**src/stanley_steering_law_defines.svh**
```systemverilog
// Assertion macros for the Stanley steering law block.
`ifndef STANLEY_STEERING_LAW_DEFINES_SVH
`define STANLEY_STEERING_LAW_DEFINES_SVH

// Same-cycle implication, sampled on clk, off while rst_n is low
`define SSL_ASSERT_IMPL(lbl, ante, cons, msg) \
  lbl: assert property (@(posedge clk) disable iff (!rst_n) (ante) |-> (cons)) \
    else $error(msg);

// Next-cycle implication, sampled on clk, off while rst_n is low
`define SSL_ASSERT_NEXT(lbl, ante, cons, msg) \
  lbl: assert property (@(posedge clk) disable iff (!rst_n) (ante) |=> (cons)) \
    else $error(msg);

`endif

```
**src/ssl_pkg.sv**
```systemverilog
// Shared types, constants and the arctangent table of the Stanley steering law.
package ssl_pkg;

  // Datapath widths
  localparam int KE_W   = 25;  // |gain * lateral error|, Q8 mm/s
  localparam int SPD_W  = 24;  // speed << 8
  localparam int XY_W   = 28;  // CORDIC x and y
  localparam int Z_W    = 22;  // CORDIC angle accumulator, Q20
  localparam int LATE_W = 14;  // signed lateral term, Q12
  localparam int MAG_W  = 20;  // column magnitude before clamping

  localparam logic [12:0]        QUARTER_TURN  = 13'd6434;    // pi/2 in Q12
  localparam logic signed [16:0] WHEEL_LIMIT   = 17'sd24576;
  localparam logic [21:0]        DEG16_PER_RAD = 22'd3754936; // 16*180/pi, Q12

  // Configuration register indexes
  typedef enum logic [2:0] {
    CFG_GAIN_K           = 3'd0,
    CFG_LATERAL_DEADBAND = 3'd1,
    CFG_DOMINANCE_RATIO  = 3'd2,
    CFG_GEAR_RATIO_LEFT  = 3'd3,
    CFG_GEAR_RATIO_RIGHT = 3'd4,
    CFG_LIMIT_LEFT       = 3'd5,
    CFG_LIMIT_RIGHT      = 3'd6
  } cfg_idx_t;

  typedef struct packed {
    logic [9:0]  gain_k;
    logic [9:0]  lateral_deadband;
    logic [15:0] dominance_ratio;
    logic [13:0] gear_ratio_left;
    logic [13:0] gear_ratio_right;
    logic [13:0] limit_left;
    logic [13:0] limit_right;
  } cfg_t;

  localparam cfg_t CFG_RESET = '{
    gain_k:           10'd77,
    lateral_deadband: 10'd1,
    dominance_ratio:  16'd1000,
    gear_ratio_left:  14'd4096,
    gear_ratio_right: 14'd4096,
    limit_left:       14'd8000,
    limit_right:      14'd8000
  };

  // One request in flight through the angle datapath
  typedef struct packed {
    logic signed [XY_W-1:0] x;
    logic signed [XY_W-1:0] y;
    logic signed [Z_W-1:0]  z;
    logic                   forced;   // lateral term fixed, CORDIC result unused
    logic                   quarter;  // forced value is a quarter turn, else zero
    logic                   neg;      // lateral error below zero
    logic signed [15:0]     head;
  } cordic_t;

  // atan(2^-i) in Q20 radians
  function automatic logic [19:0] atan_q20(input logic [4:0] idx);
    logic [19:0] val;
    case (idx)
      5'd0:    val = 20'd823550;
      5'd1:    val = 20'd486170;
      5'd2:    val = 20'd256879;
      5'd3:    val = 20'd130396;
      5'd4:    val = 20'd65451;
      5'd5:    val = 20'd32757;
      5'd6:    val = 20'd16383;
      5'd7:    val = 20'd8192;
      5'd8:    val = 20'd4096;
      5'd9:    val = 20'd2048;
      5'd10:   val = 20'd1024;
      5'd11:   val = 20'd512;
      5'd12:   val = 20'd256;
      5'd13:   val = 20'd128;
      5'd14:   val = 20'd64;
      5'd15:   val = 20'd32;
      5'd16:   val = 20'd16;
      5'd17:   val = 20'd8;
      5'd18:   val = 20'd4;
      5'd19:   val = 20'd2;
      default: val = 20'd0;
    endcase
    return val;
  endfunction

endpackage

```
**src/ssl_cordic_stage.sv**
```systemverilog
// One vectoring CORDIC iteration with its pipeline register.
module ssl_cordic_stage #(
  parameter int STEP = 0
) (
  input  logic                  clk,
  input  logic                  rst_n,
  input  logic                  en,
  input  logic                  in_valid,
  input  ssl_pkg::cordic_t      in_data,
  output logic                  out_valid,
  output ssl_pkg::cordic_t      out_data
);

  logic                          v_r;
  ssl_pkg::cordic_t              d_r;
  ssl_pkg::cordic_t              d_nxt;
  logic signed [ssl_pkg::XY_W-1:0] xs;
  logic signed [ssl_pkg::XY_W-1:0] ys;
  logic signed [ssl_pkg::Z_W-1:0]  angle;

  // Rotate toward y = 0; shifts floor toward minus infinity
  always_comb begin
    xs    = in_data.x >>> STEP;
    ys    = in_data.y >>> STEP;
    angle = $signed({2'b00, ssl_pkg::atan_q20(5'(STEP))});
    d_nxt = in_data;
    if (!in_data.y[ssl_pkg::XY_W-1]) begin
      d_nxt.x = in_data.x + ys;
      d_nxt.y = in_data.y - xs;
      d_nxt.z = in_data.z + angle;
    end else begin
      d_nxt.x = in_data.x - ys;
      d_nxt.y = in_data.y + xs;
      d_nxt.z = in_data.z - angle;
    end
  end

  always_ff @(posedge clk) begin
    if (!rst_n) begin
      v_r <= 1'b0;
    end else if (en) begin
      v_r <= in_valid;
    end
  end

  always_ff @(posedge clk) begin
    if (en) begin
      d_r <= d_nxt;
    end
  end

  assign out_valid = v_r;
  assign out_data  = d_r;

endmodule

```
**config.mk**
```make
export PLATFORM = sky130hd
export DESIGN_NAME = ssl_cordic_stage
export DESIGN_NICKNAME = d
export VERILOG_FILES = /design/src/stanley_steering_law_defines.svh /design/src/ssl_pkg.sv /design/src/ssl_cordic_stage.sv
export SDC_FILE = /design/constraint.sdc
export NUM_CORES = 1
export LEC_CHECK = 0
export BUFFER_PORTS_ARGS = -buffer_cell sky130_fd_sc_hd__buf_2
export CAP_MARGIN = 20
export CELL_PAD_IN_SITES_DETAIL_PLACEMENT = 1
export CELL_PAD_IN_SITES_GLOBAL_PLACEMENT = 2
export CORE_ASPECT_RATIO = 2
export CORE_UTILIZATION = 34
export CTS_CLUSTER_DIAMETER = 200
export DETAILED_ROUTE_END_ITERATION = 6
export HOLD_SLACK_MARGIN = 0.15
export PLACE_DENSITY = 0.85
export SLEW_MARGIN = 25
export SYNTH_ARGS = -nofsm -noshare
export SYNTH_HDL_FRONTEND = slang
export SYNTH_SLANG_ARGS = --single-unit
export TNS_END_PERCENT = 20
```
**constraint.sdc**
```tcl
create_clock -name clk -period 4.45 [get_ports clk]
set_input_delay 0 -clock clk [delete_from_list [all_inputs] [get_ports clk]]
set_output_delay 0 -clock clk [all_outputs]
set_load 0.1 [all_outputs]
```
==> out/qor.yml <==
run_status:
  outcome: "complete, no violations"
drt:
  drc: 0
  drt_iter0_drc: 390
  via_count: 8047
  via_per_inst: 5.40
  drt_wl_total_mm: 31.6
  post_drt_wl_per_cell_um: 21.2
  ant_nets: 0
  dr.pass1.iters: 7
worst_hold_path:
  holdCritPathClass: "in2reg"
  min_from: "in_data[21]"
  min_path_cells: 4
  holdPathEnd: "out_data[21]"
floorplan:
  rows: 83
  die_w_um: 116
  die-area_um2: 26600
  io_pins: 199
  dieHeight_um: 230
  initial_core_util_pct: 34.5
  core_area_um2: 25500
power:
  vdd_ir_drop_max_mv: 0.191
  p_int_w: 0.00211
  power.density_nw_per_um2: 392
  power_frac_comb_pct: 50.5
  swShare_pct: 49.8
  total_power_w: 0.00420
  seqPwrFrac_pct: 29.1
  p_leak_nw: 4.74
  clkPwrFrac_pct: 20.4
  switching_power_w: 0.00209
timing:
  hold_viol: 0
  finalMaxSlewViolations: 0
  finClkSkew_ns: 0
  period_share_pct: 70.8
  setup_viol: 0
  rsz0062_at_grt: "no"
  post-route-min-period_ns: 3.15
  clock.fmax_mhz: 317
  tns_ns: 0
  setup_slack_ns: 1.30
  slew_headroom_pct: 51.3
  tightest_slew_ns: 0.731
  holdWs_ns: 0.161
setup_path:
  cpMaxStageDelayCell: "dlygate4sd3_1"
  worstPathCellList: "dlygate4sd3_1 -> buf_2 -> ha_1 -> fa_1 -> nand3b_1 -> a211oi_1 -> o22ai_1 -> o21ai_1 -> a21oi_1 -> o21ba_2 -> a21oi_1 -> xnor2_1"
  reg2reg_depth: 3
  timing.rr.start: "out_valid"
  arrival_ns: 3.27
  crit_required_ns: 4.57
  worst_path_largest_cell_delay_ns: 0.53
  cpMostUsedCell: "a21oi_1"
  reg2reg_to: "out_valid"
  critPathCaptureType: "flip-flop"
  cp_num_buf_inv: 2
  crit_family: "compound AO/OA/AOI/OAI gates"
  rrSetupSlack_ns: 3.29
  worstSetupPathType: "in2reg"
  start_kind: "input pin"
  cp_max_fo: 4
cells_and_area:
  mostFrequentLayoutCells: "197 x buf_2, 109 x ha_1, 96 x edfxtp_1"
  post-route-util_pct: 41.9
  fin_nets: 1360
  fill_cells: 3091
  area_growth_pct: 21.6
  drive_gt1_share_pct: 23.8
  n_antenna_cell: 0
  layout_commonest_cell: "buf_2"
grt:
  grt_max_degree: 67
  grt_pass1_wl_mm: 47.4
  grt_overflow: 0
  grt_usage_pct: 24.0
  grt_antenna_before_repair: 0
  grt_pass1_vias: 8758
synth:
  netlist_area_um2: 8800
  syn_area_per_cell_um2: 9.40
  yosysWarningCount: 0
  ys_seq_area_share_pct: 33.0
  synthFlopType: "edfxtp_1"
  ys_types: 77
  synth_top_cell_area_share_pct: 32.7
  synth_edf_count: 96
  ys_seq_elements: 97
  ys_top_cells_by_area: "edfxtp_1 33%, ha_1 15%, xnor2_1 5.7%"
  synth-async-reset-ratio_pct: 0
  synthCells: 937
  yosysTopAreaCell: "edfxtp_1"
  syn-num-nets: 1151
cts:
  cts_root_buffer: "clkbuf_16"
  worstSkewPairLatency_ns: 0.37
  cts_tree: "built"
  numCtsBuffers: 9
  cts_resized: 0
  clock_sinks: 97
  path_clk_slew_ns: 0.08
  h-tree-depth: 3
  postCtsSetupRepairBufs: 0
  ctsHoldBuffers: 30
  cts_buffer_depth: 2
place:
  gp_congestion: 0.951
  place.detailed.hpwl_mm: 25.6
  pre_cts_slack_ns: 1.25
  port_buffers: 198
run:
  maxCapViolations: 0
==> metal layers <==
metal  track usage, %  part of all wire [%]  vias to the layer above
met5                0                     0                        -
met4             17.8                   7.1                        0
met3             2.28                   2.8                       95
met2             48.7                    58                      225
met1             20.4                    32                     3897
li1                 -                     -                     3830
==> cells by family (layout without fill, tap and decap cells) <==
group / Yosys count / after routing / synth area share (%)
buf+inv: 129 / 343 / 6.13
fa+ha+maj: 113 / 113 / 16.4
flops: 97 / 97 / 33.0
xor+xnor: 65 / 65 / 6.47
mux: 12 / 12 / 1.36
compound gates: 319 / 319 / 24.9
simple gates: 202 / 202 / 11.7
==> state kept, by name, indices dropped and copies added (netlist names) <==
signal / cells
out_data: 96
out_valid: 1
==> power groups by stage <==
stage	logic (W)	registers, W	clock network [W]
2_1_floorplan	0.000675	0.00220	0
3_3_place_gp	0.00207	0.00124	0
3_5_place_dp	0.00209	0.00124	0
4_1_cts	0.00212	0.00123	0.000875
5_1_grt	0.00222	0.00124	0.000899
6_report	0.00212	0.00122	0.000856
==> cells in the mapped netlist, drive strengths merged (18+ instances only) <==
cell type  instances
a211oi            19
a21o              26
a21oi             99
buf               27
edfxtp            96
ha               109
inv               90
nand2             44
nor2              47
nor3              24
o21ai             60
o21bai            18
xnor2             57
==> layout make-up <==
| cell class | instances | area [µm²] | share of cell area [%] |
|---|---|---|---|
| Clock buffer | 9 | 225 | 2.10 |
| Clock inverter | 7 | 95.1 | 0.888 |
| Inverter | 90 | 338 | 3.15 |
| Tap cell | 340 | 425 | 3.97 |
| Sequential cell | 97 | 2900 | 27.1 |
| Multi-Input combinational cell | 711 | 5360 | 50.1 |
| Timing Repair Buffer | 237 | 1360 | 12.7 |
==> stage by stage <==
step,cell area (µm²),std cells
after CTS,10700,1491
after global routing,10700,1491
after global placement,10100,1445
final,10700,1491
after floorplan,8800,937
after detailed placement,10100,1445
==> worst max path at each step <==
stage,end,depth (start not counted),slack [ns],start
2_1_floorplan,out_data[40],13,1.34,in_data[68]
3_3_place_gp,out_data[40],12,1.33,in_data[68]
3_5_place_dp,out_data[40],12,1.25,in_data[68]
4_1_cts,out_data[67],12,1.30,in_data[69]
5_1_grt,out_data[67],12,1.21,in_data[69]
6_report,out_data[67],12,1.30,in_data[69]
==> worst reg2reg max path, cell delays in order, from the launching register on <==
cell,delay [ns]
dfxtp_1,0.31
mux2i_1,0.13
nor2b_1,0.06
dlygate4sd3_1,0.55
(Power assumes the default switching activity.)
