==> config.mk <==
export PLATFORM = sky130hd
export DESIGN_NAME = ssl_front
export DESIGN_NICKNAME = d
export VERILOG_FILES = /design/src/stanley_steering_law_defines.svh /design/src/ssl_pkg.sv /design/src/ssl_front.sv
export SDC_FILE = /design/constraint.sdc
export NUM_CORES = 2
export LEC_CHECK = 0
export ABC_CLOCK_PERIOD_IN_PS = 12000
export BUFFER_PORTS_ARGS = -buffer_cell sky130_fd_sc_hd__buf_2
export CORE_MARGIN = 10
export CORE_UTILIZATION = 45
export CTS_BUF_LIST = sky130_fd_sc_hd__clkbuf_4 sky130_fd_sc_hd__clkbuf_8 sky130_fd_sc_hd__clkbuf_16
export DETAILED_ROUTE_END_ITERATION = 8
export SKIP_CTS_REPAIR_TIMING = 1
export SYNTH_ARGS = -nofsm -noshare
export SYNTH_HDL_FRONTEND = slang
export SYNTH_SLANG_ARGS = --single-unit
==> constraint.sdc <==
create_clock -name clk -period 12 [get_ports clk]
set_clock_uncertainty 0.05 [all_clocks]
set_input_delay 0 -clock clk [delete_from_list [all_inputs] [get_ports clk]]
set_output_delay 0 -clock clk [all_outputs]
set_load 0.05 [all_outputs]
==> src/stanley_steering_law_defines.svh <==
// Assertion macros for the Stanley steering law block.
`ifndef STANLEY_STEERING_LAW_DEFINES_SVH
`define STANLEY_STEERING_LAW_DEFINES_SVH

// Same-cycle implication, sampled on clk, off while rst_n is low
`define SSL_ASSERT_IMPL(lbl, ante, cons, msg) \
  lbl: assert property (@(posedge clk) disable iff (!rst_n) (ante) |-> (cons)) \
    else $error(msg);

// Next-cycle implication, sampled on clk, off while rst_n is low
`define SSL_ASSERT_NEXT(lbl, ante, cons, msg) \
  lbl: assert property (@(posedge clk) disable iff (!rst_n) (ante) |=> (cons)) \
    else $error(msg);

`endif

==> src/ssl_pkg.sv <==
// Shared types, constants and the arctangent table of the Stanley steering law.
package ssl_pkg;

  // Datapath widths
  localparam int KE_W   = 25;  // |gain * lateral error|, Q8 mm/s
  localparam int SPD_W  = 24;  // speed << 8
  localparam int XY_W   = 28;  // CORDIC x and y
  localparam int Z_W    = 22;  // CORDIC angle accumulator, Q20
  localparam int LATE_W = 14;  // signed lateral term, Q12
  localparam int MAG_W  = 20;  // column magnitude before clamping

  localparam logic [12:0]        QUARTER_TURN  = 13'd6434;    // pi/2 in Q12
  localparam logic signed [16:0] WHEEL_LIMIT   = 17'sd24576;
  localparam logic [21:0]        DEG16_PER_RAD = 22'd3754936; // 16*180/pi, Q12

  // Configuration register indexes
  typedef enum logic [2:0] {
    CFG_GAIN_K           = 3'd0,
    CFG_LATERAL_DEADBAND = 3'd1,
    CFG_DOMINANCE_RATIO  = 3'd2,
    CFG_GEAR_RATIO_LEFT  = 3'd3,
    CFG_GEAR_RATIO_RIGHT = 3'd4,
    CFG_LIMIT_LEFT       = 3'd5,
    CFG_LIMIT_RIGHT      = 3'd6
  } cfg_idx_t;

  typedef struct packed {
    logic [9:0]  gain_k;
    logic [9:0]  lateral_deadband;
    logic [15:0] dominance_ratio;
    logic [13:0] gear_ratio_left;
    logic [13:0] gear_ratio_right;
    logic [13:0] limit_left;
    logic [13:0] limit_right;
  } cfg_t;

  localparam cfg_t CFG_RESET = '{
    gain_k:           10'd77,
    lateral_deadband: 10'd1,
    dominance_ratio:  16'd1000,
    gear_ratio_left:  14'd4096,
    gear_ratio_right: 14'd4096,
    limit_left:       14'd8000,
    limit_right:      14'd8000
  };

  // One request in flight through the angle datapath
  typedef struct packed {
    logic signed [XY_W-1:0] x;
    logic signed [XY_W-1:0] y;
    logic signed [Z_W-1:0]  z;
    logic                   forced;   // lateral term fixed, CORDIC result unused
    logic                   quarter;  // forced value is a quarter turn, else zero
    logic                   neg;      // lateral error below zero
    logic signed [15:0]     head;
  } cordic_t;

  // atan(2^-i) in Q20 radians
  function automatic logic [19:0] atan_q20(input logic [4:0] idx);
    logic [19:0] val;
    case (idx)
      5'd0:    val = 20'd823550;
      5'd1:    val = 20'd486170;
      5'd2:    val = 20'd256879;
      5'd3:    val = 20'd130396;
      5'd4:    val = 20'd65451;
      5'd5:    val = 20'd32757;
      5'd6:    val = 20'd16383;
      5'd7:    val = 20'd8192;
      5'd8:    val = 20'd4096;
      5'd9:    val = 20'd2048;
      5'd10:   val = 20'd1024;
      5'd11:   val = 20'd512;
      5'd12:   val = 20'd256;
      5'd13:   val = 20'd128;
      5'd14:   val = 20'd64;
      5'd15:   val = 20'd32;
      5'd16:   val = 20'd16;
      5'd17:   val = 20'd8;
      5'd18:   val = 20'd4;
      5'd19:   val = 20'd2;
      default: val = 20'd0;
    endcase
    return val;
  endfunction

endpackage

==> src/ssl_front.sv <==
// Front stages: error magnitude, gain product, dominance tests and CORDIC setup.
module ssl_front (
  input  logic                  clk,
  input  logic                  rst_n,
  input  logic                  en,
  input  ssl_pkg::cfg_t         cfg,
  input  logic                  in_valid,
  input  logic signed [15:0]    lat_err,
  input  logic signed [15:0]    head_err,
  input  logic [15:0]           spd,
  output logic                  out_valid,
  output ssl_pkg::cordic_t      out_data
);

  // Stage 1: magnitude, gain product, deadband
  logic                        s1_v_r;
  logic [ssl_pkg::KE_W-1:0]    s1_ke_r;
  logic [ssl_pkg::SPD_W-1:0]   s1_speed_r;
  logic                        s1_dead_r;
  logic                        s1_neg_r;
  logic signed [15:0]          s1_head_r;

  logic [16:0]                 err_abs17;
  logic [15:0]                 err_abs;
  logic [25:0]                 ke_full;

  always_comb begin
    err_abs17 = lat_err[15] ? (17'd0 - {lat_err[15], lat_err})
                            : {lat_err[15], lat_err};
    err_abs   = err_abs17[15:0];
    ke_full   = err_abs * cfg.gain_k;
  end

  always_ff @(posedge clk) begin
    if (!rst_n) begin
      s1_v_r <= 1'b0;
    end else if (en) begin
      s1_v_r <= in_valid;
    end
  end

  always_ff @(posedge clk) begin
    if (en) begin
      s1_ke_r    <= ke_full[ssl_pkg::KE_W-1:0];
      s1_speed_r <= {spd, 8'd0};
      s1_dead_r  <= err_abs < {6'd0, cfg.lateral_deadband};
      s1_neg_r   <= lat_err[15];
      s1_head_r  <= head_err;
    end
  end

  // Stage 2: cross products against the dominance ratio
  logic                        s2_v_r;
  logic [39:0]                 s2_prod_s_r;
  logic [40:0]                 s2_prod_k_r;
  logic [ssl_pkg::KE_W-1:0]    s2_ke_r;
  logic [ssl_pkg::SPD_W-1:0]   s2_speed_r;
  logic                        s2_dead_r;
  logic                        s2_neg_r;
  logic signed [15:0]          s2_head_r;
  logic [39:0]                 prod_s_nxt;
  logic [40:0]                 prod_k_nxt;

  always_comb begin
    prod_s_nxt = s1_speed_r * cfg.dominance_ratio;
    prod_k_nxt = s1_ke_r * cfg.dominance_ratio;
  end

  always_ff @(posedge clk) begin
    if (!rst_n) begin
      s2_v_r <= 1'b0;
    end else if (en) begin
      s2_v_r <= s1_v_r;
    end
  end

  always_ff @(posedge clk) begin
    if (en) begin
      s2_prod_s_r <= prod_s_nxt;
      s2_prod_k_r <= prod_k_nxt;
      s2_ke_r     <= s1_ke_r;
      s2_speed_r  <= s1_speed_r;
      s2_dead_r   <= s1_dead_r;
      s2_neg_r    <= s1_neg_r;
      s2_head_r   <= s1_head_r;
    end
  end

  // Stage 3: pick a fixed lateral term or hand off to the CORDIC
  logic                        s3_v_r;
  ssl_pkg::cordic_t            s3_d_r;
  ssl_pkg::cordic_t            s3_d_nxt;
  logic                        snap_quarter;
  logic                        snap_zero;

  always_comb begin
    snap_quarter     = s2_prod_s_r < 40'(s2_ke_r);
    snap_zero        = s2_prod_k_r < 41'(s2_speed_r);
    s3_d_nxt.x       = $signed({4'd0, s2_speed_r});
    s3_d_nxt.y       = $signed({3'd0, s2_ke_r});
    s3_d_nxt.z       = '0;
    s3_d_nxt.neg     = s2_neg_r;
    s3_d_nxt.head    = s2_head_r;
    s3_d_nxt.forced  = 1'b1;
    s3_d_nxt.quarter = 1'b0;
    if (s2_dead_r) begin
      s3_d_nxt.quarter = 1'b0;
    end else if (snap_quarter) begin
      s3_d_nxt.quarter = 1'b1;
    end else if (snap_zero) begin
      s3_d_nxt.quarter = 1'b0;
    end else if (s2_ke_r == '0) begin
      // atan2 of zero is zero
      s3_d_nxt.quarter = 1'b0;
    end else if (s2_speed_r == '0) begin
      s3_d_nxt.quarter = 1'b1;
    end else begin
      s3_d_nxt.forced  = 1'b0;
    end
  end

  always_ff @(posedge clk) begin
    if (!rst_n) begin
      s3_v_r <= 1'b0;
    end else if (en) begin
      s3_v_r <= s2_v_r;
    end
  end

  always_ff @(posedge clk) begin
    if (en) begin
      s3_d_r <= s3_d_nxt;
    end
  end

  assign out_valid = s3_v_r;
  assign out_data  = s3_d_r;

endmodule

==> out/qor.txt <==
status: finished, final reports clean
DIE WIDTH: 299 um
Slowest-stage cell, CP: edfxtp_1
fraction of layout cells with a size suffix above 1: 7.12%
Cell variety after synth: 64
clk buf depth: 3
global-route wire length before repair: 141,000 um
Die Y: 299 um
Placer Congestion: 0.839
dpl hpwl: 62,300 um
DR vias/cell: 5.08
CP peak stage delay: 1.00 ns
post-synth top area cell: fa_1
critical path arrival: 7.48 ns
Area Growth Syn to Fin: 8.60%
pre-CTS setup slack: 4.93 ns
drt initial violations: 1,306
DRT antenna net count: 0
endpoints failing setup: 0
port bufs: 148
WL/cell: 18.4 um
Finished Layout Cells: 4,677
crit path cell chain: nand2_1, fa_1, inv_1, fa_1, inv_1, fa_1, inv_1, fa_1, fa_1, inv_1, fa_1, inv_1, ha_1, a21o_1, a21o_1, a21o_1, a221oi_4, a31oi_4, o311ai_4, o21bai_2, and4_4, o32ai_2
synthesis-stage register bit count: 246
final worst slack: 4.84 ns
RSZ-0062 raised after global routing: no
cts bufs inserted: 28
Total GRT Usage: 19.8%
Hold Path Class: primary input to flip-flop
Worst-Skew Late Latency: 0.59 ns
grt total ovfl: 0
routed wire length: 86,300 um
antenna violations before repair: 9
Final min period: 7.16 ns
largest net degree at the start of global routing: 113
Post-Syn Instances: 3,492
Clock transition at path regs: 0.07 ns
Starting Density: 45.3%
CTS Sinks: 246
Clock Tree Root: clkbuf_16
EDFF count, synth: 243
relative slew slack: 22.2%
Synth top area share: 35.6%
number of max-cap violations: 0
cell row count: 102
WS Path Type: flip-flop to flip-flop
Req. time, crit path: 12.32 ns
period utilisation layout: 59.7%
Max Clk Rate: 140 MHz
syn avg cell area: 10.0 um^2
Crit path max-delay family: adder cells
CTS tree: yes
Worst Tran Pin Value: 1.16 ns
Commonest cells post-synth: inv_1 (761), fa_1 (622), nand2_1 (501), and2_1 (353), ha_1 (314)
CP endpoint kind: flip-flop
Slew Viols, Final: 0
via count: 23,800
die area: 89,300 um^2
drt first pass iters: 5
primary flip-flop cell chosen by synthesis mapping: edfxtp_1
Area contributors post-synth: fa_1 (36%), edfxtp_1 (21%), ha_1 (11%)
DRC Markers: 0
ys async rst share: 0%
H-tree level count: 1
placed cells: 4,589
# IOs: 242
Mapped Area: 35,000 um^2
Worst Path Max Fanout: 17
Buf/Inv on CP: 5
Core ar.: 77,200 um^2
count leader, synth: inv_1
CP most frequent cell: fa_1
diode count: 0
# fillers: 7,238
setup tns final: 0 ns
Synth Warn #: 0
fin nets: 4,695
post-synthesis sequential area ratio: 21.0%
vias in the first global route: 25,400
startpoint types: flip-flop
final hold violation count: 0
## path summary, 6_finish.rpt
check | slack, ns | endpoint | cells after the start | from
worst max-delay path | 4.84 | s2_prod_k_r[40] | 22 | s1_ke_r[21]
worst min-delay path | 0.02 | s1_ke_r[0] | 2 | lat_err[0]
worst max register to register | 4.84 | s2_prod_k_r[40] | 22 | s1_ke_r[21]
worst min register to register | 0.37 | s2_head_r[15] | 0 | s1_head_r[15]
## cell families (layout without fill, tap and decap cells)
| family | Yosys count | count (layout) | share of synthesized area [%] |
|---|---|---|---|
| buffers and inverters | 933 | 1042 | 10.4 |
| other | 1 | 37 | 0.0107 |
| DFF | 246 | 246 | 21.0 |
| AOI/OAI and AO/OA | 253 | 253 | 4.96 |
| muxes | 3 | 3 | 0.0858 |
| adders and majority gates | 936 | 936 | 46.8 |
| and+or+nand+nor | 1023 | 1023 | 14.3 |
| xor gates and xnor gates | 97 | 97 | 2.43 |
## per-layer routing
metal	vias to the layer above	wire length (um)	track usage [%]
met5	-	92	0
met4	14	2050	4.63
met1	12100	38600	27.3
met3	117	6290	4.06
met2	685	39200	31.7
li1	10800	-	-
## layout make-up
cell class                      count  area, um^2  area share (%)
Multi-Input combinational cell   2349       24100            63.5
Clock buffer                       30         716            1.88
Timing Repair Buffer              229        1450            3.81
Tap cell                         1040        1300            3.42
Clock inverter                     22         194           0.510
Sequential cell                   246        7360            19.4
Inverter                          761        2860            7.52
## sequential cells by signal (all words and copies together), names as in the netlist, 16 cells and up
name / count
out_data: 60
s1_head_r: 16
s1_ke_r: 25
s1_speed_r: 16
s2_head_r: 16
s2_ke_r: 25
s2_prod_k_r: 33
s2_prod_s_r: 32
s2_speed_r: 16
## layout by cell type, fill, tap and decap left out, types with 5 or more instances in the layout
| cell type | n |
|---|---|
| nor4_1 | 21 |
| a21o_1 | 49 |
| dlygate4sd3_1 | 36 |
| nor3_1 | 14 |
| and3_1 | 14 |
| xnor2_1 | 69 |
| o21ai_0 | 44 |
| xor2_1 | 28 |
| buf_4 | 45 |
| nand2_1 | 501 |
| a211oi_1 | 10 |
| clkinv_1 | 6 |
| a21oi_1 | 70 |
| conb_1 | 37 |
| edfxtp_1 | 243 |
| inv_1 | 761 |
| o31ai_1 | 5 |
| fa_1 | 622 |
| a31oi_1 | 11 |
| a31o_2 | 5 |
| buf_2 | 147 |
| nand3_1 | 18 |
| nand2b_1 | 11 |
| and2_1 | 353 |
| nand4_1 | 10 |
| clkbuf_16 | 28 |
| nor2b_1 | 14 |
| o21a_1 | 10 |
| ha_1 | 314 |
| o21bai_1 | 7 |
| nor2_1 | 52 |
| clkinv_2 | 6 |
## metrics by stage
stage                     instance area, um^2  hold WS (ns)  util [%]
after global placement                  36700         0.127      47.6
after detailed placement                36700         0.128      47.6
after CTS                               37600        -0.498      48.8
after floorplan                         35100        0.0489         -
final                                   38000        0.0161      49.2
after global routing                    38000        0.0261      49.2
Power is left out: the tool's default activity adds up to more than one toggle a clock period on the data nets, which glitch-free logic cannot reach.
