$ cat src/stanley_steering_law_defines.svh
// Assertion macros for the Stanley steering law block.
`ifndef STANLEY_STEERING_LAW_DEFINES_SVH
`define STANLEY_STEERING_LAW_DEFINES_SVH

// Same-cycle implication, sampled on clk, off while rst_n is low
`define SSL_ASSERT_IMPL(lbl, ante, cons, msg) \
  lbl: assert property (@(posedge clk) disable iff (!rst_n) (ante) |-> (cons)) \
    else $error(msg);

// Next-cycle implication, sampled on clk, off while rst_n is low
`define SSL_ASSERT_NEXT(lbl, ante, cons, msg) \
  lbl: assert property (@(posedge clk) disable iff (!rst_n) (ante) |=> (cons)) \
    else $error(msg);

`endif

$ cat src/ssl_pkg.sv
// Shared types, constants and the arctangent table of the Stanley steering law.
package ssl_pkg;

  // Datapath widths
  localparam int KE_W   = 25;  // |gain * lateral error|, Q8 mm/s
  localparam int SPD_W  = 24;  // speed << 8
  localparam int XY_W   = 28;  // CORDIC x and y
  localparam int Z_W    = 22;  // CORDIC angle accumulator, Q20
  localparam int LATE_W = 14;  // signed lateral term, Q12
  localparam int MAG_W  = 20;  // column magnitude before clamping

  localparam logic [12:0]        QUARTER_TURN  = 13'd6434;    // pi/2 in Q12
  localparam logic signed [16:0] WHEEL_LIMIT   = 17'sd24576;
  localparam logic [21:0]        DEG16_PER_RAD = 22'd3754936; // 16*180/pi, Q12

  // Configuration register indexes
  typedef enum logic [2:0] {
    CFG_GAIN_K           = 3'd0,
    CFG_LATERAL_DEADBAND = 3'd1,
    CFG_DOMINANCE_RATIO  = 3'd2,
    CFG_GEAR_RATIO_LEFT  = 3'd3,
    CFG_GEAR_RATIO_RIGHT = 3'd4,
    CFG_LIMIT_LEFT       = 3'd5,
    CFG_LIMIT_RIGHT      = 3'd6
  } cfg_idx_t;

  typedef struct packed {
    logic [9:0]  gain_k;
    logic [9:0]  lateral_deadband;
    logic [15:0] dominance_ratio;
    logic [13:0] gear_ratio_left;
    logic [13:0] gear_ratio_right;
    logic [13:0] limit_left;
    logic [13:0] limit_right;
  } cfg_t;

  localparam cfg_t CFG_RESET = '{
    gain_k:           10'd77,
    lateral_deadband: 10'd1,
    dominance_ratio:  16'd1000,
    gear_ratio_left:  14'd4096,
    gear_ratio_right: 14'd4096,
    limit_left:       14'd8000,
    limit_right:      14'd8000
  };

  // One request in flight through the angle datapath
  typedef struct packed {
    logic signed [XY_W-1:0] x;
    logic signed [XY_W-1:0] y;
    logic signed [Z_W-1:0]  z;
    logic                   forced;   // lateral term fixed, CORDIC result unused
    logic                   quarter;  // forced value is a quarter turn, else zero
    logic                   neg;      // lateral error below zero
    logic signed [15:0]     head;
  } cordic_t;

  // atan(2^-i) in Q20 radians
  function automatic logic [19:0] atan_q20(input logic [4:0] idx);
    logic [19:0] val;
    case (idx)
      5'd0:    val = 20'd823550;
      5'd1:    val = 20'd486170;
      5'd2:    val = 20'd256879;
      5'd3:    val = 20'd130396;
      5'd4:    val = 20'd65451;
      5'd5:    val = 20'd32757;
      5'd6:    val = 20'd16383;
      5'd7:    val = 20'd8192;
      5'd8:    val = 20'd4096;
      5'd9:    val = 20'd2048;
      5'd10:   val = 20'd1024;
      5'd11:   val = 20'd512;
      5'd12:   val = 20'd256;
      5'd13:   val = 20'd128;
      5'd14:   val = 20'd64;
      5'd15:   val = 20'd32;
      5'd16:   val = 20'd16;
      5'd17:   val = 20'd8;
      5'd18:   val = 20'd4;
      5'd19:   val = 20'd2;
      default: val = 20'd0;
    endcase
    return val;
  endfunction

endpackage

$ cat src/ssl_column.sv
// Column angle: gear ratio, degree conversion in split products, rounding, clamp.
module ssl_column (
  input  logic                  clk,
  input  logic                  rst_n,
  input  logic                  en,
  input  ssl_pkg::cfg_t         cfg,
  input  logic                  in_valid,
  input  logic signed [15:0]    wheel_in,
  output logic                  out_valid,
  output logic signed [15:0]    out_wheel_angle,
  output logic signed [14:0]    out_column_angle,
  output logic                  out_clamped
);

  // Stage 1: |wheel| times the gear ratio picked by sign
  logic                 c1_v_r;
  logic [28:0]          c1_prod_r;
  logic                 c1_neg_r;
  logic signed [15:0]   c1_wheel_r;
  logic [15:0]          wheel_abs;
  logic [13:0]          ratio;
  logic [28:0]          prod_nxt;

  always_comb begin
    wheel_abs = wheel_in[15] ? (16'd0 - wheel_in) : wheel_in;
    ratio     = wheel_in[15] ? cfg.gear_ratio_right : cfg.gear_ratio_left;
    prod_nxt  = wheel_abs[14:0] * ratio;
  end

  always_ff @(posedge clk) begin
    if (!rst_n) begin
      c1_v_r <= 1'b0;
    end else if (en) begin
      c1_v_r <= in_valid;
    end
  end

  always_ff @(posedge clk) begin
    if (en) begin
      c1_prod_r  <= prod_nxt;
      c1_neg_r   <= wheel_in[15];
      c1_wheel_r <= wheel_in;
    end
  end

  // Stage 2: degree constant times the low and high halves
  logic                 c2_v_r;
  logic [36:0]          c2_lo_r;
  logic [35:0]          c2_hi_r;
  logic                 c2_neg_r;
  logic signed [15:0]   c2_wheel_r;
  logic [36:0]          lo_nxt;
  logic [35:0]          hi_nxt;

  always_comb begin
    lo_nxt = c1_prod_r[14:0] * ssl_pkg::DEG16_PER_RAD;
    hi_nxt = c1_prod_r[28:15] * ssl_pkg::DEG16_PER_RAD;
  end

  always_ff @(posedge clk) begin
    if (!rst_n) begin
      c2_v_r <= 1'b0;
    end else if (en) begin
      c2_v_r <= c1_v_r;
    end
  end

  always_ff @(posedge clk) begin
    if (en) begin
      c2_lo_r    <= lo_nxt;
      c2_hi_r    <= hi_nxt;
      c2_neg_r   <= c1_neg_r;
      c2_wheel_r <= c1_wheel_r;
    end
  end

  // Stage 3: recombine, round half up, drop 32 fraction bits
  logic                         c3_v_r;
  logic [ssl_pkg::MAG_W-1:0]    c3_mag_r;
  logic                         c3_neg_r;
  logic signed [15:0]           c3_wheel_r;
  logic [51:0]                  full;

  always_comb begin
    full = {1'b0, c2_hi_r, 15'd0} + {15'd0, c2_lo_r} + (52'd1 << 31);
  end

  always_ff @(posedge clk) begin
    if (!rst_n) begin
      c3_v_r <= 1'b0;
    end else if (en) begin
      c3_v_r <= c2_v_r;
    end
  end

  always_ff @(posedge clk) begin
    if (en) begin
      c3_mag_r   <= full[51:32];
      c3_neg_r   <= c2_neg_r;
      c3_wheel_r <= c2_wheel_r;
    end
  end

  // Stage 4: sign opposite the wheel, clamp to the limits (output register)
  logic                 c4_v_r;
  logic signed [15:0]   c4_wheel_r;
  logic signed [14:0]   c4_col_r;
  logic                 c4_clamped_r;
  logic signed [14:0]   col_nxt;
  logic                 clamped_nxt;

  always_comb begin
    clamped_nxt = 1'b0;
    if (c3_neg_r) begin
      if (c3_mag_r > 20'(cfg.limit_right)) begin
        col_nxt     = $signed({1'b0, cfg.limit_right});
        clamped_nxt = 1'b1;
      end else begin
        col_nxt     = $signed(c3_mag_r[14:0]);
      end
    end else begin
      if (c3_mag_r > 20'(cfg.limit_left)) begin
        col_nxt     = -$signed({1'b0, cfg.limit_left});
        clamped_nxt = 1'b1;
      end else begin
        col_nxt     = -$signed(c3_mag_r[14:0]);
      end
    end
  end

  always_ff @(posedge clk) begin
    if (!rst_n) begin
      c4_v_r <= 1'b0;
    end else if (en) begin
      c4_v_r <= c3_v_r;
    end
  end

  always_ff @(posedge clk) begin
    if (en) begin
      c4_wheel_r   <= c3_wheel_r;
      c4_col_r     <= col_nxt;
      c4_clamped_r <= clamped_nxt;
    end
  end

  assign out_valid        = c4_v_r;
  assign out_wheel_angle  = c4_wheel_r;
  assign out_column_angle = c4_col_r;
  assign out_clamped      = c4_clamped_r;

endmodule

$ cat config.mk
export PLATFORM = sky130hd
export DESIGN_NAME = ssl_column
export DESIGN_NICKNAME = d
export VERILOG_FILES = /design/src/stanley_steering_law_defines.svh /design/src/ssl_pkg.sv /design/src/ssl_column.sv
export SDC_FILE = /design/constraint.sdc
export NUM_CORES = 1
export LEC_CHECK = 0
export ABC_AREA = 1
export BUFFER_PORTS_ARGS = -buffer_cell sky130_fd_sc_hd__buf_2
export CAP_MARGIN = 20
export CORE_MARGIN = 2
export CORE_UTILIZATION = 55
export DETAILED_ROUTE_END_ITERATION = 10
export PLACE_DENSITY = 0.8
export SETUP_SLACK_MARGIN = 0.2
export SLEW_MARGIN = 10
export SYNTH_ARGS = -nofsm -noshare
export SYNTH_HDL_FRONTEND = slang
export SYNTH_SLANG_ARGS = --single-unit
$ cat constraint.sdc
create_clock -name clk -period 8.07 [get_ports clk]
set_clock_uncertainty 0.1 [all_clocks]
set_input_delay 1.614 -clock clk [delete_from_list [all_inputs] [get_ports clk]]
set_output_delay 1.614 -clock clk [all_outputs]
set_load 0.02 [all_outputs]
==> impl_summary.md, run 1 <==
Status
The flow ran to the end, and the final reports show no timing, DRC or antenna violations.

Critical path
The kind of critical path is input pin to register. Among all stages on the critical path, the largest delay is contributed by fa_1. The data required time of the worst path is 8.19 ns. The dominant cell type by count on the critical path is inv_1. STA classifies the critical path startpoint as an input pin.

Data on the critical path arrives at its endpoint at 7.70 ns. The capturing element type of the critical path is a register. The largest fanout on the critical path is 4. The critical path buffer and inverter count is 9. In this design, the largest share of critical-path delay is due to adder cells.

On the worst path, the slowest cell contributes a delay of 0.55 ns.

STA
The post-route fraction of the period consumed by the critical path is 93.8%. Adding up every negative setup slack in the final design gives 0 ns. Counting I/O delays and the setup requirement, the final critical path takes 7.57 ns. Setup violations remaining at the end of the flow were counted as 0. The fmax is 0.132 GHz. The hold slack is 0.321 ns.

The final-report hold violation count is 0. For the pin with the worst max-slew slack, the measured transition is 1.03 ns. The headroom to the max-slew limit is 31.6%.

Setup repair after global routing could not meet its margin everywhere. The number of pins with negative max-slew slack in the final report is 0.

Synthesis
For this run, the leading register cell type out of synthesis is edfxtp_1. Of the total synthesized cell area, the portion taken by XOR and XNOR cells is 2.77%. The post-synthesis average cell area is 8.70 um2. The netlist uses 50 different library cells.

The number of enable-type register cells in the synthesized netlist is 181. The area fraction in and, or, nand and nor cells after synthesis is 18.0%. For this run, asynchronously set or reset flops after synthesis account for 0%.

Of the post-synthesis cell area, the part taken by muxes is 0%. Synthesis produced 3,204 cells. After synthesis the netlist holds a flip-flop and latch count of 185.

The arithmetic-cell share of the synthesized area counting full adders, half adders and majority gates is 44.4%. The total standard cell area after synthesis is 27,900 um2. By area, the combinational part of the netlist is dominated by adder cells. After synthesis, flip-flops and latches occupy 19.8% of the total area. Summing the areas of all compound-gate instances in the mapped netlist gives 5.57% of the synthesized area. For this run, the number of Yosys warnings is 0.

The post-synthesis net count is 4,091.

Placed design
The congestion estimate from routability-driven global placement came to 0.978. The placed instances occupy a cell area of 29,500 um2. The placed wire-length estimate is 57.2 mm. The count of buffers added on input and output ports is 108.

Floorplan
In this run the horizontal extent of the chip is 229 um. The height of the chip is 229 um. The number of ports placed on the die boundary is 145. The die area is 52,500 um2.

The starting density of the core is 55.7%. In this run the standard cell core region covers 50,100 um2. The floorplan row count is 82.

Routing
The routed wire length is 66.2 mm. The count of vias placed by the detailed router is 21,600. Dividing the detail-routed via count by the number of cells gives 5.34.

The number of nets still failing antenna checks after routing is 0. The first-iteration detailed-routing DRC count is 1,495. The final routed wire length divided by cell count is 16.4 um. The length of the first detailed-routing pass in iterations is 6. The DRC violations left is 0.

Hold path
The worst hold path belongs to the class register to register.

Global route
The global-route wire length before repair is 111 mm. Global routing used 26.5% of the available tracks. The initial antenna violation count was 1.

The residual overflow from global routing is 0. The number of global-route vias before repair is 22,600. Entering global routing, the biggest net connects 109 pins.

Clock tree
The clock insertion delay at the later pin of the skew report is 0.48 ns. The level count of the clock H-tree is 4. The clock tree from TritonCTS is yes. The clock transition time at the flip-flop clock pins of the worst setup and hold paths is 0.07 ns. The maximum buffer depth of the clock tree is 2. The number of clock buffers added by TritonCTS is 17. The post-CTS setup buffer count is 0. In this run, post-CTS hold repair placed 0 buffers. The number of clock sinks is 185.

The buffer type at the clock tree root is clkbuf_16.

Cells and area
Once layout is done, the placed cells without fillers occupy 30,100 um2. The net count of the finished layout is 4,243. The share of post-route cells with drive strength above 1 is 7.57%.

The final antenna diode count is 0. The layout-stage area growth over the synthesis result is 8.00%. The fraction of the core area covered by cells at the end of the flow is 60.1%.

Flow run
The count of maximum capacitance violations is 0.
-- area by class of cell --
class / instances / area [um2]
clock buffer: 17 / 425
inverter: 664 / 2490
timing repair buffer: 157 / 917
sequential: 185 / 5520
multi-input combinational: 2331 / 19700
clock inverter: 14 / 184
fill: 4398 / 20000
tap: 672 / 841
-- worst paths after layout --
check	from	endpoint	slack (ns)	cells past startpoint
setup / recovery	wheel_in[1]	c1_prod_r[24]	0.50	29
hold / removal	c1_wheel_r[10]	c2_wheel_r[10]	0.32	0
setup reg to reg	c1_prod_r[27]	c2_hi_r[35]	2.13	16
hold reg to reg	c1_wheel_r[10]	c2_wheel_r[10]	0.32	0
-- routing by layer --
metal,part of all wire [%],global-route usage (%)
met1,41,32.5
met2,49,46.4
met3,5.8,4.22
met4,4.4,11.6
met5,0,0
-- synth_stat cells (17+ instances only) --
master / number / share of area, %
inv_1: 652 / 8.8
nand2_1: 601 / 8.1
ha_1: 420 / 19
fa_1: 355 / 26
nor2_1: 299 / 4.0
edfxtp_1: 181 / 20
nand3_1: 163 / 2.9
a21oi_1: 144 / 2.6
o21ai_0: 84 / 1.5
xor2_1: 63 / 2.0
nor3_1: 40 / 0.72
nand4_1: 24 / 0.54
o21bai_1: 20 / 0.54
or2_2: 18 / 0.40
xnor2_1: 17 / 0.53
-- what timing repair did --
item | 4_1_cts | 5_1_grt
endpoints found under the setup margin | 0 | 2
endpoints found under the hold margin | 0 | 0
gates resized for setup | 0 | 4
-- cell usage in the layout (no fill, tap or decap), types with 83 or more instances in the layout --
| master | netlist | layout |
|---|---|---|
| a21oi_1 | 144 | 143 |
| ha_1 | 420 | 419 |
| nand3_1 | 163 | 163 |
| inv_1 | 652 | 652 |
| edfxtp_1 | 181 | 181 |
| buf_2 | 3 | 107 |
| fa_1 | 355 | 355 |
| o21ai_0 | 84 | 83 |
| nor2_1 | 299 | 298 |
| nand2_1 | 601 | 601 |
-- cell families after synthesis --
logic type / Yosys count
simple gates: 1191
fa+ha+maj: 775
buf+inv: 688
compound gates: 282
flops: 185
xor+xnor: 83
-- registers in the layout, indices dropped and copies added, names as in the netlist, 15 cells and up --
signal,count
c2_lo_r,19
c3_wheel_r,15
c2_wheel_r,15
c1_prod_r,29
c2_hi_r,33
out_column_angle,15
c3_mag_r,20
out_wheel_angle,16
c1_wheel_r,15
-- per-stage QoR --
stage | setup WS [ns] | std cells
after CTS | 0.570 | 4040
after global routing | 0.193 | 4040
after floorplan | 0.293 | 3204
after detailed placement | 0.0550 | 4009
after global placement | 0.206 | 4009
final | 0.496 | 4040
Power of run 1 is not shown: default switching activity piles up to over one toggle a cycle in this logic, so the estimate is an artifact.
==> run 2: changes to the inputs <==
--- a/config.mk
+++ b/config.mk
@@ -10,6 +10,7 @@
 export CAP_MARGIN = 20
 export CORE_MARGIN = 2
 export CORE_UTILIZATION = 55
+export CTS_BUF_LIST = sky130_fd_sc_hd__clkbuf_2 sky130_fd_sc_hd__clkbuf_4 sky130_fd_sc_hd__clkbuf_8
 export DETAILED_ROUTE_END_ITERATION = 10
 export PLACE_DENSITY = 0.8
 export SETUP_SLACK_MARGIN = 0.2
==> impl_summary.md, run 2 (synthesis gave the netlist of run 1 again) <==
Cells and area
In the layout the commonest cells are inv_1, nand2_1, ha_1, fa_1, nor2_1. The flip-flop count of the largest register, all copies and words added is 33 (unchanged). The register bank with the most flops is c2_hi_r. The post-layout net count was 4,243 (unchanged). The most common cell after layout, fill and taps aside is inv_1. In the final layout, the registers with the most flip-flops are c2_hi_r x33, c1_prod_r x29, c3_mag_r x20. The count of fill cells added during filler insertion was 4,429 (+0.70%). The share of post-route cells with drive strength above 1 is 7.48% (-0.089 points). Relative to the synthesized area, the layout overhead comes to 7.30%.

The fraction of the core area covered by cells at the end of the flow is 59.7% (-0.39 points).

STA
Setup repair after global routing left no endpoint under its margin. The post-route fraction of the period consumed by the critical path is 92.8% (-1.1 points). The transition at the pin with the smallest max-transition slack is 1.03 ns (+0.00682 ns). The number of setup violations in the final report is 0 (unchanged). The number of pins with negative max-slew slack in the final report was 0 (unchanged). The final critical delay including setup and external delays is 7.49 ns (-0.0873 ns). The setup TNS was 0 ns (unchanged). The final-report hold violation count is 0 (unchanged). The fmax is 0.134 GHz (+1.2%). The headroom to the max-slew limit came to 31.1% (-0.45 points).

Floorplan
The core region area came to 50,100 um2 (unchanged). The height of the chip came to 229 um (unchanged). The number of ports placed on the die boundary came to 145 (unchanged).

The die area is 52,500 um2 (unchanged). The starting density of the core is 55.7% (unchanged). The floorplan row count is 82 (unchanged). The width of the die is 229 um (unchanged).

Routing
The number of nets still failing antenna checks after routing is 0 (unchanged). The count of vias placed by the detailed router came to 21,600 (-0.042%). The DRC violations left is 0 (unchanged). The first-iteration detailed-routing DRC count is 1,436 (-3.9%). The final routed wire length divided by cell count was 16.3 um (-0.55%). The via count normalized by instance count is 5.33 (about the same).

The length of the first detailed-routing pass in iterations came to 6 (unchanged). The routed wire length is 65.9 mm (-0.50%).

Critical path
By startpoint and endpoint, the worst setup path is classified as input pin to register. The capturing element type of the critical path is a register. The data required time of the worst path came to 8.27 ns (+0.08 ns). The largest fanout on the critical path is 4 (unchanged). The longest individual stage delay on the worst path was 0.55 ns (about the same). The critical path arrival came to 7.68 ns (-0.02 ns). The critical path buffer and inverter count is 9 (unchanged). The critical path starts at wheel_in[1]. The element type at the critical path start is an input pin. The worst register-to-register path begins at c1_prod_r[12].

The dominant cell type by count on the critical path is inv_1. Grouping stages by cell kind, the critical path spends the most delay in adder cells. The slowest stage of the critical path belongs to the cell fa_1.

Global route
The global-route wire length before repair is 110 mm (-0.41%). The initial antenna violation count was 2 (+1). The largest net degree at the start of global routing was 109 (unchanged).

The number of global-route vias before repair was 22,600 (-0.062%). The overall fraction of global-route tracks in use is 26.4% (-0.14 points). The residual overflow from global routing came to 0 (unchanged).

Clock tree
The clock insertion delay at the later pin of the skew report is 0.55 ns (+0.07 ns). The clock tree from TritonCTS is yes. The maximum buffer depth of the clock tree is 2 (unchanged). The TritonCTS buffer count is 17 (unchanged). The clock transition time at the flip-flop clock pins of the worst setup and hold paths was 0.10 ns (+0.03 ns).

The buffer type at the clock tree root is clkbuf_8. The number of clock sinks is 185 (unchanged). The post-CTS setup buffer count is 0 (unchanged). The hold-fix buffer count after cts is 0 (unchanged). The level count of the clock H-tree is 4 (unchanged).

The number of gates resized after CTS came to 0 (unchanged).

Hold path
The class of the worst hold path is register to register. The startpoint identified for the worst hold timing path is c2_wheel_r[11].

Placed design
The placed wire-length estimate is 57.2 mm (unchanged). The count of input and output buffers came to 108 (unchanged). The routability congestion estimate is 0.978 (unchanged).

Status
The run finished with clean final reports.

Flow run
The count of maximum capacitance violations is 0 (unchanged).
==> run 2: cell count changes in the layout (fill, tap and decap cells not counted), sizes merged <==
cell,change
diode,+2
==> run 2: worst paths after layout <==
path / endpoint / slack (ns) / depth (start not counted)
min: c3_wheel_r[11] / 0.33 / 0
max reg2reg: c2_lo_r[35] / 2.15 / 16
min reg2reg: c3_wheel_r[11] / 0.33 / 0
max: c1_prod_r[24] / 0.58 / 29
==> run 2: final cells by class <==
type	count	area, um2	area share [%]
Inverter	664	2490	8.34
Antenna cell	2	5.00	0.0167
Clock inverter	14	184	0.615
Sequential cell	185	5520	18.4
Timing Repair Buffer	157	917	3.07
Clock buffer	17	234	0.783
Multi-Input combinational cell	2331	19700	65.9
Tap cell	672	841	2.81
==> run 2: per-layer routing <==
layer,wire length [um],up-vias,track usage (%),share of wire [%]
met3,3850,184,4.00,5.8
li1,-,10500,-,-
met2,32000,776,46.1,49
met1,27200,10100,32.6,41
met5,0,-,0,0
met4,2850,0,11.4,4.3
==> run 2: per-stage QoR <==
stage	cell area, um2	setup WS (ns)	cells	hold slack [ns]
floorplan	27900	0.293	3204	0.300
global placement	29500	0.206	4009	0.302
detailed placement	29500	0.0550	4009	0.305
CTS	29900	0.658	4040	0.330
global route	29900	0.217	4041	0.335
finish	29900	0.584	4042	0.328
Power of run 2 is left out for the same reason.
